===== config.mk =====
export PLATFORM = sky130hd
export DESIGN_NAME = key_velocity_curve_unit
export DESIGN_NICKNAME = d
export VERILOG_FILES = /design/src/rtl/kvc_pkg.sv /design/src/rtl/key_velocity_curve_unit.sv /design/src/rtl/kvc_fifo.sv /design/src/rtl/kvc_front.sv /design/src/rtl/kvc_back.sv
export SDC_FILE = /design/constraint.sdc
export NUM_CORES = 2
export LEC_CHECK = 0
export BUFFER_PORTS_ARGS = -buffer_cell sky130_fd_sc_hd__clkbuf_2
export CORE_ASPECT_RATIO = 1.1
export CORE_UTILIZATION = 50
export CTS_CLUSTER_DIAMETER = 150
export DETAILED_ROUTE_END_ITERATION = 8
export GPL_TIMING_DRIVEN = 0
export MAX_ROUTING_LAYER = met4
export PLACE_DENSITY_LB_ADDON = 0.1
export SLEW_MARGIN = 20
export SYNTH_ARGS = -nofsm -noshare
export SYNTH_HDL_FRONTEND = slang
export SYNTH_SLANG_ARGS = --single-unit

===== constraint.sdc =====
create_clock -name i_clk -period 21.5 [get_ports i_clk]
set_clock_uncertainty 0.15 [all_clocks]
set_input_delay 2.15 -clock i_clk [delete_from_list [all_inputs] [get_ports i_clk]]
set_output_delay 2.15 -clock i_clk [all_outputs]
set_load 0.1 [all_outputs]

===== src/rtl/kvc_pkg.sv =====
// Shared types and constants for the key velocity curve unit.
`timescale 1ns / 1ps
package kvc_pkg;

    // Field widths of the event and result words
    localparam int TICK_W    = 16;
    localparam int NOTE_W    = 7;
    localparam int VEL_W     = 7;

    // Coefficient register widths (scale, offset and base are Q.8 signed)
    localparam int SCALE_W   = 32;
    localparam int OFFSET_W  = 24;
    localparam int BASE_W    = 16;
    localparam int CFG_W     = 32;
    localparam int CFG_IDX_W = 3;

    // Datapath widths: d = t*256 + b, num = 256*a + c*d, den = 256*d
    localparam int D_W       = 26;
    localparam int PROD_W    = BASE_W + D_W;
    localparam int NUM_W     = PROD_W + 1;
    localparam int DEN_W     = D_W + 8;
    localparam int CMP_W     = DEN_W + 17;

    // Depth of the queue between front and back
    localparam int QUEUE_DEPTH = 4;

    // Octave pattern, a set bit marks a black key
    localparam int              OCTAVE      = 12;
    localparam int              NOTE_COUNT  = 128;
    localparam logic [OCTAVE-1:0] KEY_PATTERN = 12'b010101001010;

    function automatic logic [NOTE_COUNT-1:0] build_black_map();
        logic [NOTE_COUNT-1:0] m;
        m = '0;
        for (int i = 0; i < NOTE_COUNT; i++) begin
            m[i] = KEY_PATTERN[i % OCTAVE];
        end
        return m;
    endfunction

    localparam logic [NOTE_COUNT-1:0] BLACK_MAP = build_black_map();

    // Coefficient register indexes
    typedef enum logic [CFG_IDX_W-1:0] {
        CFG_WHITE_SCALE  = 3'd0,
        CFG_WHITE_OFFSET = 3'd1,
        CFG_WHITE_BASE   = 3'd2,
        CFG_BLACK_SCALE  = 3'd3,
        CFG_BLACK_OFFSET = 3'd4,
        CFG_BLACK_BASE   = 3'd5
    } t_cfg_index;

    // Key event mode
    localparam logic MODE_PRESS   = 1'b0;
    localparam logic MODE_RELEASE = 1'b1;

    // Input word
    typedef struct packed {
        logic              mode;
        logic [NOTE_W-1:0] note_number;
        logic [TICK_W-1:0] tick_count;
    } t_key_event;

    // Result word
    typedef struct packed {
        logic [VEL_W-1:0] velocity;
        logic             is_black;
        logic             clamped;
    } t_key_velocity;

    // Classified job passed from front to back
    typedef struct packed {
        logic                       mode;
        logic                       is_black;
        logic                       zero_div;
        logic signed [SCALE_W-1:0]  a;
        logic signed [BASE_W-1:0]   c;
        logic signed [D_W-1:0]      d;
        logic        [TICK_W-1:0]   t;
    } t_job;

endpackage


===== src/rtl/key_velocity_curve_unit.sv =====
// Top level of the key velocity curve unit.
//
// Takes one key event word (mode, note number, tick count) and returns one
// velocity word (velocity, is_black, clamped) per event, in order.
// Input and output channels use valid/stall; a word moves on a clock edge
// with valid high and stall low. The coefficient registers (A, B, C for
// white and black keys) are written through a plain write port by index.
// The front part looks up the key color, selects coefficients and forms
// the divisor, then pushes a job into a 4-entry queue. The back part builds
// the numerator, divides in a restoring divider unrolled one quotient bit
// per stage, clamps and registers the result.
// Throughput: one word per cycle while the output is not stalled.
// Reset (i_rst_n low, synchronous) clears the coefficients to zero and
// empties the queue and pipeline. A stalled output holds its word and
// freezes the back pipeline; input stall rises only when the queue is full.
`timescale 1ns / 1ps
module key_velocity_curve_unit #(
    parameter int MAX_VELOCITY = 127,
    parameter int TICK_WIDTH   = 16
) (
    input  logic                           i_clk,
    input  logic                           i_rst_n,
    input  logic                           i_cfg_wr_en,
    input  logic [kvc_pkg::CFG_IDX_W-1:0]  i_cfg_index,
    input  logic [kvc_pkg::CFG_W-1:0]      i_cfg_wdata,
    input  logic                           i_in_valid,
    output logic                           o_in_stall,
    input  kvc_pkg::t_key_event            i_in_word,
    output logic                           o_out_valid,
    input  logic                           i_out_stall,
    output kvc_pkg::t_key_velocity         o_out_word
);
    import kvc_pkg::*;

    localparam int JOB_W = $bits(t_job);

    t_job w_job_in, w_job_out;
    logic w_push, w_full, w_pop, w_job_valid;

    kvc_front #(
        .TICK_WIDTH (TICK_WIDTH)
    ) u_front (
        .i_clk        (i_clk),
        .i_rst_n      (i_rst_n),
        .i_cfg_wr_en  (i_cfg_wr_en),
        .i_cfg_index  (i_cfg_index),
        .i_cfg_wdata  (i_cfg_wdata),
        .i_in_valid   (i_in_valid),
        .o_in_stall   (o_in_stall),
        .i_in_word    (i_in_word),
        .i_queue_full (w_full),
        .o_job_push   (w_push),
        .o_job        (w_job_in)
    );

    kvc_fifo #(
        .WIDTH (JOB_W),
        .DEPTH (QUEUE_DEPTH)
    ) u_queue (
        .i_clk   (i_clk),
        .i_rst_n (i_rst_n),
        .i_push  (w_push),
        .i_wdata (w_job_in),
        .o_full  (w_full),
        .i_pop   (w_pop),
        .o_rdata (w_job_out),
        .o_valid (w_job_valid)
    );

    kvc_back #(
        .MAX_VELOCITY (MAX_VELOCITY)
    ) u_back (
        .i_clk       (i_clk),
        .i_rst_n     (i_rst_n),
        .i_job       (w_job_out),
        .i_job_valid (w_job_valid),
        .o_job_pop   (w_pop),
        .o_out_valid (o_out_valid),
        .i_out_stall (i_out_stall),
        .o_out_word  (o_out_word)
    );

endmodule


===== src/rtl/kvc_fifo.sv =====
// Small register queue between the front and back parts.
`timescale 1ns / 1ps
module kvc_fifo #(
    parameter int WIDTH = 8,
    parameter int DEPTH = 4
) (
    input  logic             i_clk,
    input  logic             i_rst_n,
    input  logic             i_push,
    input  logic [WIDTH-1:0] i_wdata,
    output logic             o_full,
    input  logic             i_pop,
    output logic [WIDTH-1:0] o_rdata,
    output logic             o_valid
);
    // DEPTH must be a power of two so the pointers wrap on their own
    localparam int AW = (DEPTH > 1) ? $clog2(DEPTH) : 1;

    logic [WIDTH-1:0] r_mem [DEPTH];
    logic [AW-1:0]    r_wr_ptr, r_rd_ptr;
    logic [AW:0]      r_count;
    logic             n_push, n_pop;

    assign n_push  = i_push && !o_full;
    assign n_pop   = i_pop && o_valid;
    assign o_full  = (r_count == (AW+1)'(DEPTH));
    assign o_valid = (r_count != '0);
    assign o_rdata = r_mem[r_rd_ptr];

    // Pointers and fill count
    always_ff @(posedge i_clk) begin
        if (!i_rst_n) begin
            r_wr_ptr <= '0;
            r_rd_ptr <= '0;
            r_count  <= '0;
        end else begin
            if (n_push) r_wr_ptr <= r_wr_ptr + 1'b1;
            if (n_pop)  r_rd_ptr <= r_rd_ptr + 1'b1;
            case ({n_push, n_pop})
                2'b10:   r_count <= r_count + 1'b1;
                2'b01:   r_count <= r_count - 1'b1;
                default: r_count <= r_count;
            endcase
        end
    end

    // Storage
    always_ff @(posedge i_clk) begin
        if (n_push) r_mem[r_wr_ptr] <= i_wdata;
    end

endmodule


===== src/rtl/kvc_front.sv =====
// Front part: coefficient registers, key color lookup and divisor setup.
`timescale 1ns / 1ps
module kvc_front #(
    parameter int TICK_WIDTH = 16
) (
    input  logic                           i_clk,
    input  logic                           i_rst_n,
    input  logic                           i_cfg_wr_en,
    input  logic [kvc_pkg::CFG_IDX_W-1:0]  i_cfg_index,
    input  logic [kvc_pkg::CFG_W-1:0]      i_cfg_wdata,
    input  logic                           i_in_valid,
    output logic                           o_in_stall,
    input  kvc_pkg::t_key_event            i_in_word,
    input  logic                           i_queue_full,
    output logic                           o_job_push,
    output kvc_pkg::t_job                  o_job
);
    import kvc_pkg::*;

    // Ticks are taken modulo 2^TICK_WIDTH
    localparam int TW_EFF = (TICK_WIDTH < TICK_W) ? TICK_WIDTH : TICK_W;
    localparam logic [TICK_W-1:0] TICK_MASK = TICK_W'((33'd1 << TW_EFF) - 33'd1);

    logic signed [SCALE_W-1:0]  r_white_scale, r_black_scale;
    logic signed [OFFSET_W-1:0] r_white_offset, r_black_offset;
    logic signed [BASE_W-1:0]   r_white_base, r_black_base;

    logic                       n_black;
    logic [TICK_W-1:0]          n_t;
    logic signed [OFFSET_W-1:0] n_b;
    logic signed [D_W-1:0]      n_d;

    // Coefficient register writes
    always_ff @(posedge i_clk) begin
        if (!i_rst_n) begin
            r_white_scale  <= '0;
            r_white_offset <= '0;
            r_white_base   <= '0;
            r_black_scale  <= '0;
            r_black_offset <= '0;
            r_black_base   <= '0;
        end else if (i_cfg_wr_en) begin
            case (i_cfg_index)
                CFG_WHITE_SCALE:  r_white_scale  <= i_cfg_wdata[SCALE_W-1:0];
                CFG_WHITE_OFFSET: r_white_offset <= i_cfg_wdata[OFFSET_W-1:0];
                CFG_WHITE_BASE:   r_white_base   <= i_cfg_wdata[BASE_W-1:0];
                CFG_BLACK_SCALE:  r_black_scale  <= i_cfg_wdata[SCALE_W-1:0];
                CFG_BLACK_OFFSET: r_black_offset <= i_cfg_wdata[OFFSET_W-1:0];
                CFG_BLACK_BASE:   r_black_base   <= i_cfg_wdata[BASE_W-1:0];
                default: ;
            endcase
        end
    end

    // Classify the key and form the press divisor t*256 + b
    always_comb begin
        n_black = BLACK_MAP[i_in_word.note_number];
        n_t     = i_in_word.tick_count & TICK_MASK;
        n_b     = n_black ? r_black_offset : r_white_offset;
        n_d     = $signed({2'b00, n_t, 8'h00}) + D_W'(n_b);
    end

    // Job word for the back part
    always_comb begin
        o_job.mode     = i_in_word.mode;
        o_job.is_black = n_black;
        o_job.a        = n_black ? r_black_scale : r_white_scale;
        o_job.c        = n_black ? r_black_base  : r_white_base;
        o_job.d        = n_d;
        o_job.t        = n_t;
        o_job.zero_div = (i_in_word.mode == MODE_RELEASE) ? (n_t == '0) : (n_d == '0);
    end

    assign o_in_stall = i_queue_full;
    assign o_job_push = i_in_valid && !i_queue_full;

endmodule


===== src/rtl/kvc_back.sv =====
// Back part: numerator build, pipelined restoring divider and clamp.
`timescale 1ns / 1ps
module kvc_back #(
    parameter int MAX_VELOCITY = 127
) (
    input  logic                    i_clk,
    input  logic                    i_rst_n,
    input  kvc_pkg::t_job           i_job,
    input  logic                    i_job_valid,
    output logic                    o_job_pop,
    output logic                    o_out_valid,
    input  logic                    i_out_stall,
    output kvc_pkg::t_key_velocity  o_out_word
);
    import kvc_pkg::*;

    // Quotient bits needed to tell any value above MAX_VELOCITY
    localparam int QB = $clog2(MAX_VELOCITY + 1);

    logic en;

    // Stage 1: c*d product
    logic                       r1_vld;
    t_job                       r1_job;
    logic signed [PROD_W-1:0]   r1_prod;

    // Stage 2: signed numerator and divisor
    logic                       r2_vld, r2_black, r2_zero;
    logic signed [NUM_W-1:0]    r2_num;
    logic signed [DEN_W-1:0]    r2_den;
    logic signed [NUM_W-1:0]    n_num;
    logic signed [DEN_W-1:0]    n_den;

    // Stage 3: magnitudes and quotient sign
    logic                       r3_vld, r3_black, r3_zero, r3_neg;
    logic [NUM_W-1:0]           r3_nmag;
    logic [DEN_W-1:0]           r3_dmag;

    // Divider stages, index 0 holds the overflow check result
    logic                       r_dv_vld   [QB+1];
    logic [NUM_W-1:0]           r_dv_rem   [QB+1];
    logic [DEN_W-1:0]           r_dv_dmag  [QB+1];
    logic [QB-1:0]              r_dv_q     [QB+1];
    logic                       r_dv_neg   [QB+1];
    logic                       r_dv_ovf   [QB+1];
    logic                       r_dv_black [QB+1];
    logic                       r_dv_zero  [QB+1];

    logic [CMP_W-1:0]           n_shift    [QB];
    logic                       n_ge       [QB];
    logic [NUM_W-1:0]           n_rem      [QB];
    logic [QB-1:0]              n_q        [QB];
    logic                       n_ovf;

    // Output register
    logic                       r_out_valid;
    t_key_velocity              r_out_word;
    logic [15:0]                n_vel;
    logic                       n_clamped;

    // Whole pipeline moves unless a finished word is held
    assign en        = !(r_out_valid && i_out_stall);
    assign o_job_pop = i_job_valid && en;

    // Numerator and divisor: press 256a + c*d over 256d, release 3a over 512t
    always_comb begin
        if (r1_job.mode == MODE_RELEASE) begin
            n_num = NUM_W'(r1_job.a) + (NUM_W'(r1_job.a) <<< 1);
            n_den = DEN_W'($signed({1'b0, r1_job.t, 9'h000}));
        end else begin
            n_num = (NUM_W'(r1_job.a) <<< 8) + NUM_W'(r1_prod);
            n_den = DEN_W'(r1_job.d) <<< 8;
        end
    end

    // Quotient of 2^QB or more is out of range either way
    assign n_ovf = CMP_W'(r3_nmag) >= (CMP_W'(r3_dmag) << QB);

    // One quotient bit per stage
    always_comb begin
        for (int k = 0; k < QB; k++) begin
            n_shift[k] = CMP_W'(r_dv_dmag[k]) << (QB - 1 - k);
            n_ge[k]    = CMP_W'(r_dv_rem[k]) >= n_shift[k];
            n_rem[k]   = n_ge[k] ? NUM_W'(CMP_W'(r_dv_rem[k]) - n_shift[k]) : r_dv_rem[k];
            n_q[k]     = QB'({r_dv_q[k], n_ge[k]});
        end
    end

    // Clamp to 0..MAX_VELOCITY
    always_comb begin
        if (r_dv_zero[QB]) begin
            n_vel     = 16'(MAX_VELOCITY);
            n_clamped = 1'b1;
        end else if (r_dv_ovf[QB]) begin
            n_vel     = r_dv_neg[QB] ? 16'd0 : 16'(MAX_VELOCITY);
            n_clamped = 1'b1;
        end else if (r_dv_q[QB] == '0) begin
            n_vel     = 16'd0;
            n_clamped = 1'b0;
        end else if (r_dv_neg[QB]) begin
            n_vel     = 16'd0;
            n_clamped = 1'b1;
        end else if (16'(r_dv_q[QB]) > 16'(MAX_VELOCITY)) begin
            n_vel     = 16'(MAX_VELOCITY);
            n_clamped = 1'b1;
        end else begin
            n_vel     = 16'(r_dv_q[QB]);
            n_clamped = 1'b0;
        end
    end

    // Valid bits
    always_ff @(posedge i_clk) begin
        if (!i_rst_n) begin
            r1_vld      <= 1'b0;
            r2_vld      <= 1'b0;
            r3_vld      <= 1'b0;
            r_out_valid <= 1'b0;
            for (int k = 0; k <= QB; k++) r_dv_vld[k] <= 1'b0;
        end else if (en) begin
            r1_vld      <= i_job_valid;
            r2_vld      <= r1_vld;
            r3_vld      <= r2_vld;
            r_dv_vld[0] <= r3_vld;
            for (int k = 0; k < QB; k++) r_dv_vld[k+1] <= r_dv_vld[k];
            r_out_valid <= r_dv_vld[QB];
        end
    end

    // Datapath registers
    always_ff @(posedge i_clk) begin
        if (en) begin
            r1_job   <= i_job;
            r1_prod  <= i_job.c * i_job.d;

            r2_num   <= n_num;
            r2_den   <= n_den;
            r2_black <= r1_job.is_black;
            r2_zero  <= r1_job.zero_div;

            r3_nmag  <= r2_num[NUM_W-1] ? NUM_W'(-r2_num) : NUM_W'(r2_num);
            r3_dmag  <= r2_den[DEN_W-1] ? DEN_W'(-r2_den) : DEN_W'(r2_den);
            r3_neg   <= r2_num[NUM_W-1] ^ r2_den[DEN_W-1];
            r3_black <= r2_black;
            r3_zero  <= r2_zero;

            r_dv_rem[0]   <= r3_nmag;
            r_dv_dmag[0]  <= r3_dmag;
            r_dv_q[0]     <= '0;
            r_dv_neg[0]   <= r3_neg;
            r_dv_ovf[0]   <= n_ovf;
            r_dv_black[0] <= r3_black;
            r_dv_zero[0]  <= r3_zero;
            for (int k = 0; k < QB; k++) begin
                r_dv_rem[k+1]   <= n_rem[k];
                r_dv_dmag[k+1]  <= r_dv_dmag[k];
                r_dv_q[k+1]     <= n_q[k];
                r_dv_neg[k+1]   <= r_dv_neg[k];
                r_dv_ovf[k+1]   <= r_dv_ovf[k];
                r_dv_black[k+1] <= r_dv_black[k];
                r_dv_zero[k+1]  <= r_dv_zero[k];
            end

            r_out_word.velocity <= n_vel[VEL_W-1:0];
            r_out_word.is_black <= r_dv_black[QB];
            r_out_word.clamped  <= n_clamped;
        end
    end

    assign o_out_valid = r_out_valid;
    assign o_out_word  = r_out_word;

endmodule


==> reports/results.ini <==
[status]
status = completed

[final_layout]
nets = 7538
utilization_pct = 55.8
final_layout_size_suffix_gt1_share_pct = 8.45
syn_to_final_growth_pct = 10.7
final_cells = 8756
antenna_cells = 0

[synthesis]
synth_async_sr_flop_share_pct = 0
synth_edf_count = 1189
syn-num-nets = 7298
ys_seq_elements = 1351
yosysSeqAreaShare_pct = 50.8
synth_top_flop_cell = edfxtp_1
ys_types = 79
avgSynthCellArea_sq_um = 11.9
synth_area_sq_um = 76700
syn_inst = 6429
synthesis.yosys.warnings = 0

[setup_path]
required_ns = 21.91
cp_max_fo = 10
reg2reg_to = u_back.r1_prod[39]$_DFFE_PN_
r2r_slack_ns = 10.50
r2r.worst_path.cells = 27
path_common_cell = fa_1
max_stage_delay_ns = 0.77
cp-start-kind = flip-flop
end_kind = flip-flop
cp_slowest_cell = clkbuf_1
worstSetupPathType = reg2reg
arrival_ns = 11.41

[sta]
fin_crit_sh_pct = 51.2
fin_ws_ns = 10.50
slew_headroom_pct = 20.0
hold_violations = 0
drv_slew = 0
max_freq_mhz = 90.9
finalSetupTns_ns = 0
rsz0062_at_grt = false
worst_slew_pin_slew_ns = 1.19
min_period_ns = 11.00
setup_violations = 0

[clock_network]
cts_inserted_buffers = 146
clock_sinks = 1351
path_clk_slew_ns = 0.06
htree_levels = 4
cts_max_path_buffers = 3
cts_resized = 0
clock_latency_ns = 0.80
tritoncts = yes
postCtsSetupRepairBufs = 0
cts_hold_buf = 0
ctsRootBufferMaster = clkbuf_16

[placement]
dp_cells = 8497
port_buffers = 73
hpwl_mm = 151
dp_slack_ns = 10.60
place_congestion = 0.945

[global_routing]
antenna_found_initial = 7
grt_overflow = 0
grt_max_degree = 153
grt_first_pass_wirelength_mm = 292
grt_pass1_vias = 49300
grt_usage_pct = 26.1

[detailed_routing]
vias = 48200
routed_wirelength_mm = 194
drc = 0
wl_per_cell_um = 22.2
drtAntennaViolNets = 0
first_iter_violations = 2763
drt_pass1_iterations = 5
viasPerCell = 5.50

[floorplan]
initial_core_util_pct = 50.4
die_h_um = 413
rows = 150
ios = 75
core-area_sq_um = 152000
die-width_um = 375
die_area_sq_um = 155000

[min_path]
hold_class = reg2reg
whs_path_depth = 0
hold_start = u_back.r_dv_ovf[0][3]$_DFFE_PN_
hold_end = u_back.r_dv_ovf[1][0]$_DFFE_PN_

[run]
maxCapViolCount = 0

[worst max-delay path, delay by kind of cell, from the launching register on]
family / cells / cell delay, ns
and+or+nand+nor: 2 / 0.27
xor gates and xnor gates: 1 / 0.31
DFF: 1 / 0.31
buffers and inverters: 9 / 2.85
muxes: 1 / 0.43
adders and majority gates: 7 / 3.46
AOI/OAI and AO/OA: 7 / 2.95
[layout make-up]
class                      instances  area (sq um)
fill                           12800         67100
sequential                      1351         38900
multi-input combinational       4056         33900
clock buffer                     178          3870
inverter                         793          2990
tap                             1976          2470
clock inverter                    81          1030
buffer                           229           862
timing repair buffer              92           778
[sequential cells by signal, indices dropped and copies added (netlist names), 9 cells and up, named ones only]
name / cells
u_back.r_dv_q: 28
u_queue.r_mem: 372
u_front.r_white_scale: 32
u_back.r2_den: 26
u_back.r2_num: 43
u_back.r3_nmag: 43
u_back.r_dv_dmag: 182
u_back.r1_job: 77
u_front.r_black_base: 16
u_front.r_white_offset: 24
u_front.r_black_offset: 24
u_back.r3_dmag: 26
u_front.r_white_base: 16
u_back.r_dv_rem: 301
u_front.r_black_scale: 32
u_back.o_out_word: 9
u_back.r1_prod: 42
[routing by layer]
metal,share of wire [%],up-vias,GRT usage [%]
met5,0,-,-
met2,54,973,48.2
met4,4.8,0,11.8
met3,3.4,371,3.09
li1,-,22900,-
met1,38,24000,28.0
[how the worst max path moves through the flow]
stage / endpoint / slack [ns] / cells after the start
floorplan: u_back.r_dv_vld[5]$_DFFE_PP_ / 8.55 / 3
global placement: u_back.r_dv_rem[6][35]$_DFFE_PN_ / 3.93 / 3
detailed placement: u_back.r1_prod[39]$_DFFE_PN_ / 10.60 / 27
CTS: u_back.r1_prod[39]$_DFFE_PN_ / 10.54 / 27
global route: u_back.r1_prod[39]$_DFFE_PN_ / 9.97 / 27
finish: u_back.r1_prod[39]$_DFFE_PN_ / 10.50 / 27
[per-stage QoR]
stage | hold WS [ns] | instance area, sq um
finish | 0.247 | 84900
floorplan | 0.250 | 76700
detailed placement | 0.255 | 80000
global placement | 0.250 | 79500
CTS | 0.251 | 84900
global route | 0.262 | 84900
[kinds of logic (layout without fill, tap and decap cells)]
logic type                 count (synthesis)  after routing  synth area share [%]
buffers and inverters                   1022           1373                  5.01
and+or+nand+nor                         1610           1610                  9.63
adders and majority gates                805            805                  17.1
xor gates and xnor gates                 309            309                  3.53
DFF                                     1351           1351                  50.8
muxes                                    245            245                  4.62
AOI/OAI and AO/OA                       1087           1087                  9.29
[layout by cell type (no fill, tap or decap), types with 101 or more instances in the layout]
cell / count
nand2_1: 755
a21boi_0: 156
clkbuf_16: 147
edfxtp_1: 1189
ha_1: 399
dfxtp_1: 162
xor2_1: 101
nor2_1: 313
fa_1: 406
a21o_1: 125
a21oi_1: 251
clkbuf_1: 231
o21ai_0: 221
inv_1: 789
mux2_2: 141
xnor2_1: 208
[cell usage after synthesis, types with 72 or more instances]
cell | count | area share, %
a21boi_0 | 156 | 1.5
a21o_1 | 125 | 1.2
a21oi_1 | 251 | 1.6
and2_1 | 89 | 0.73
clkbuf_1 | 208 | 1.0
dfxtp_1 | 162 | 4.2
edfxtp_1 | 1189 | 47
fa_1 | 406 | 11
ha_1 | 399 | 6.5
inv_1 | 789 | 3.9
mux2_2 | 141 | 2.1
mux4_2 | 73 | 2.1
nand2_1 | 755 | 3.7
nor2_1 | 313 | 1.5
nor3_1 | 72 | 0.47
o21ai_0 | 227 | 1.5
xnor2_1 | 208 | 2.4
xor2_1 | 101 | 1.2
Power is not shown: default switching activity piles up to over one toggle a cycle in this logic, so the estimate is an artifact.
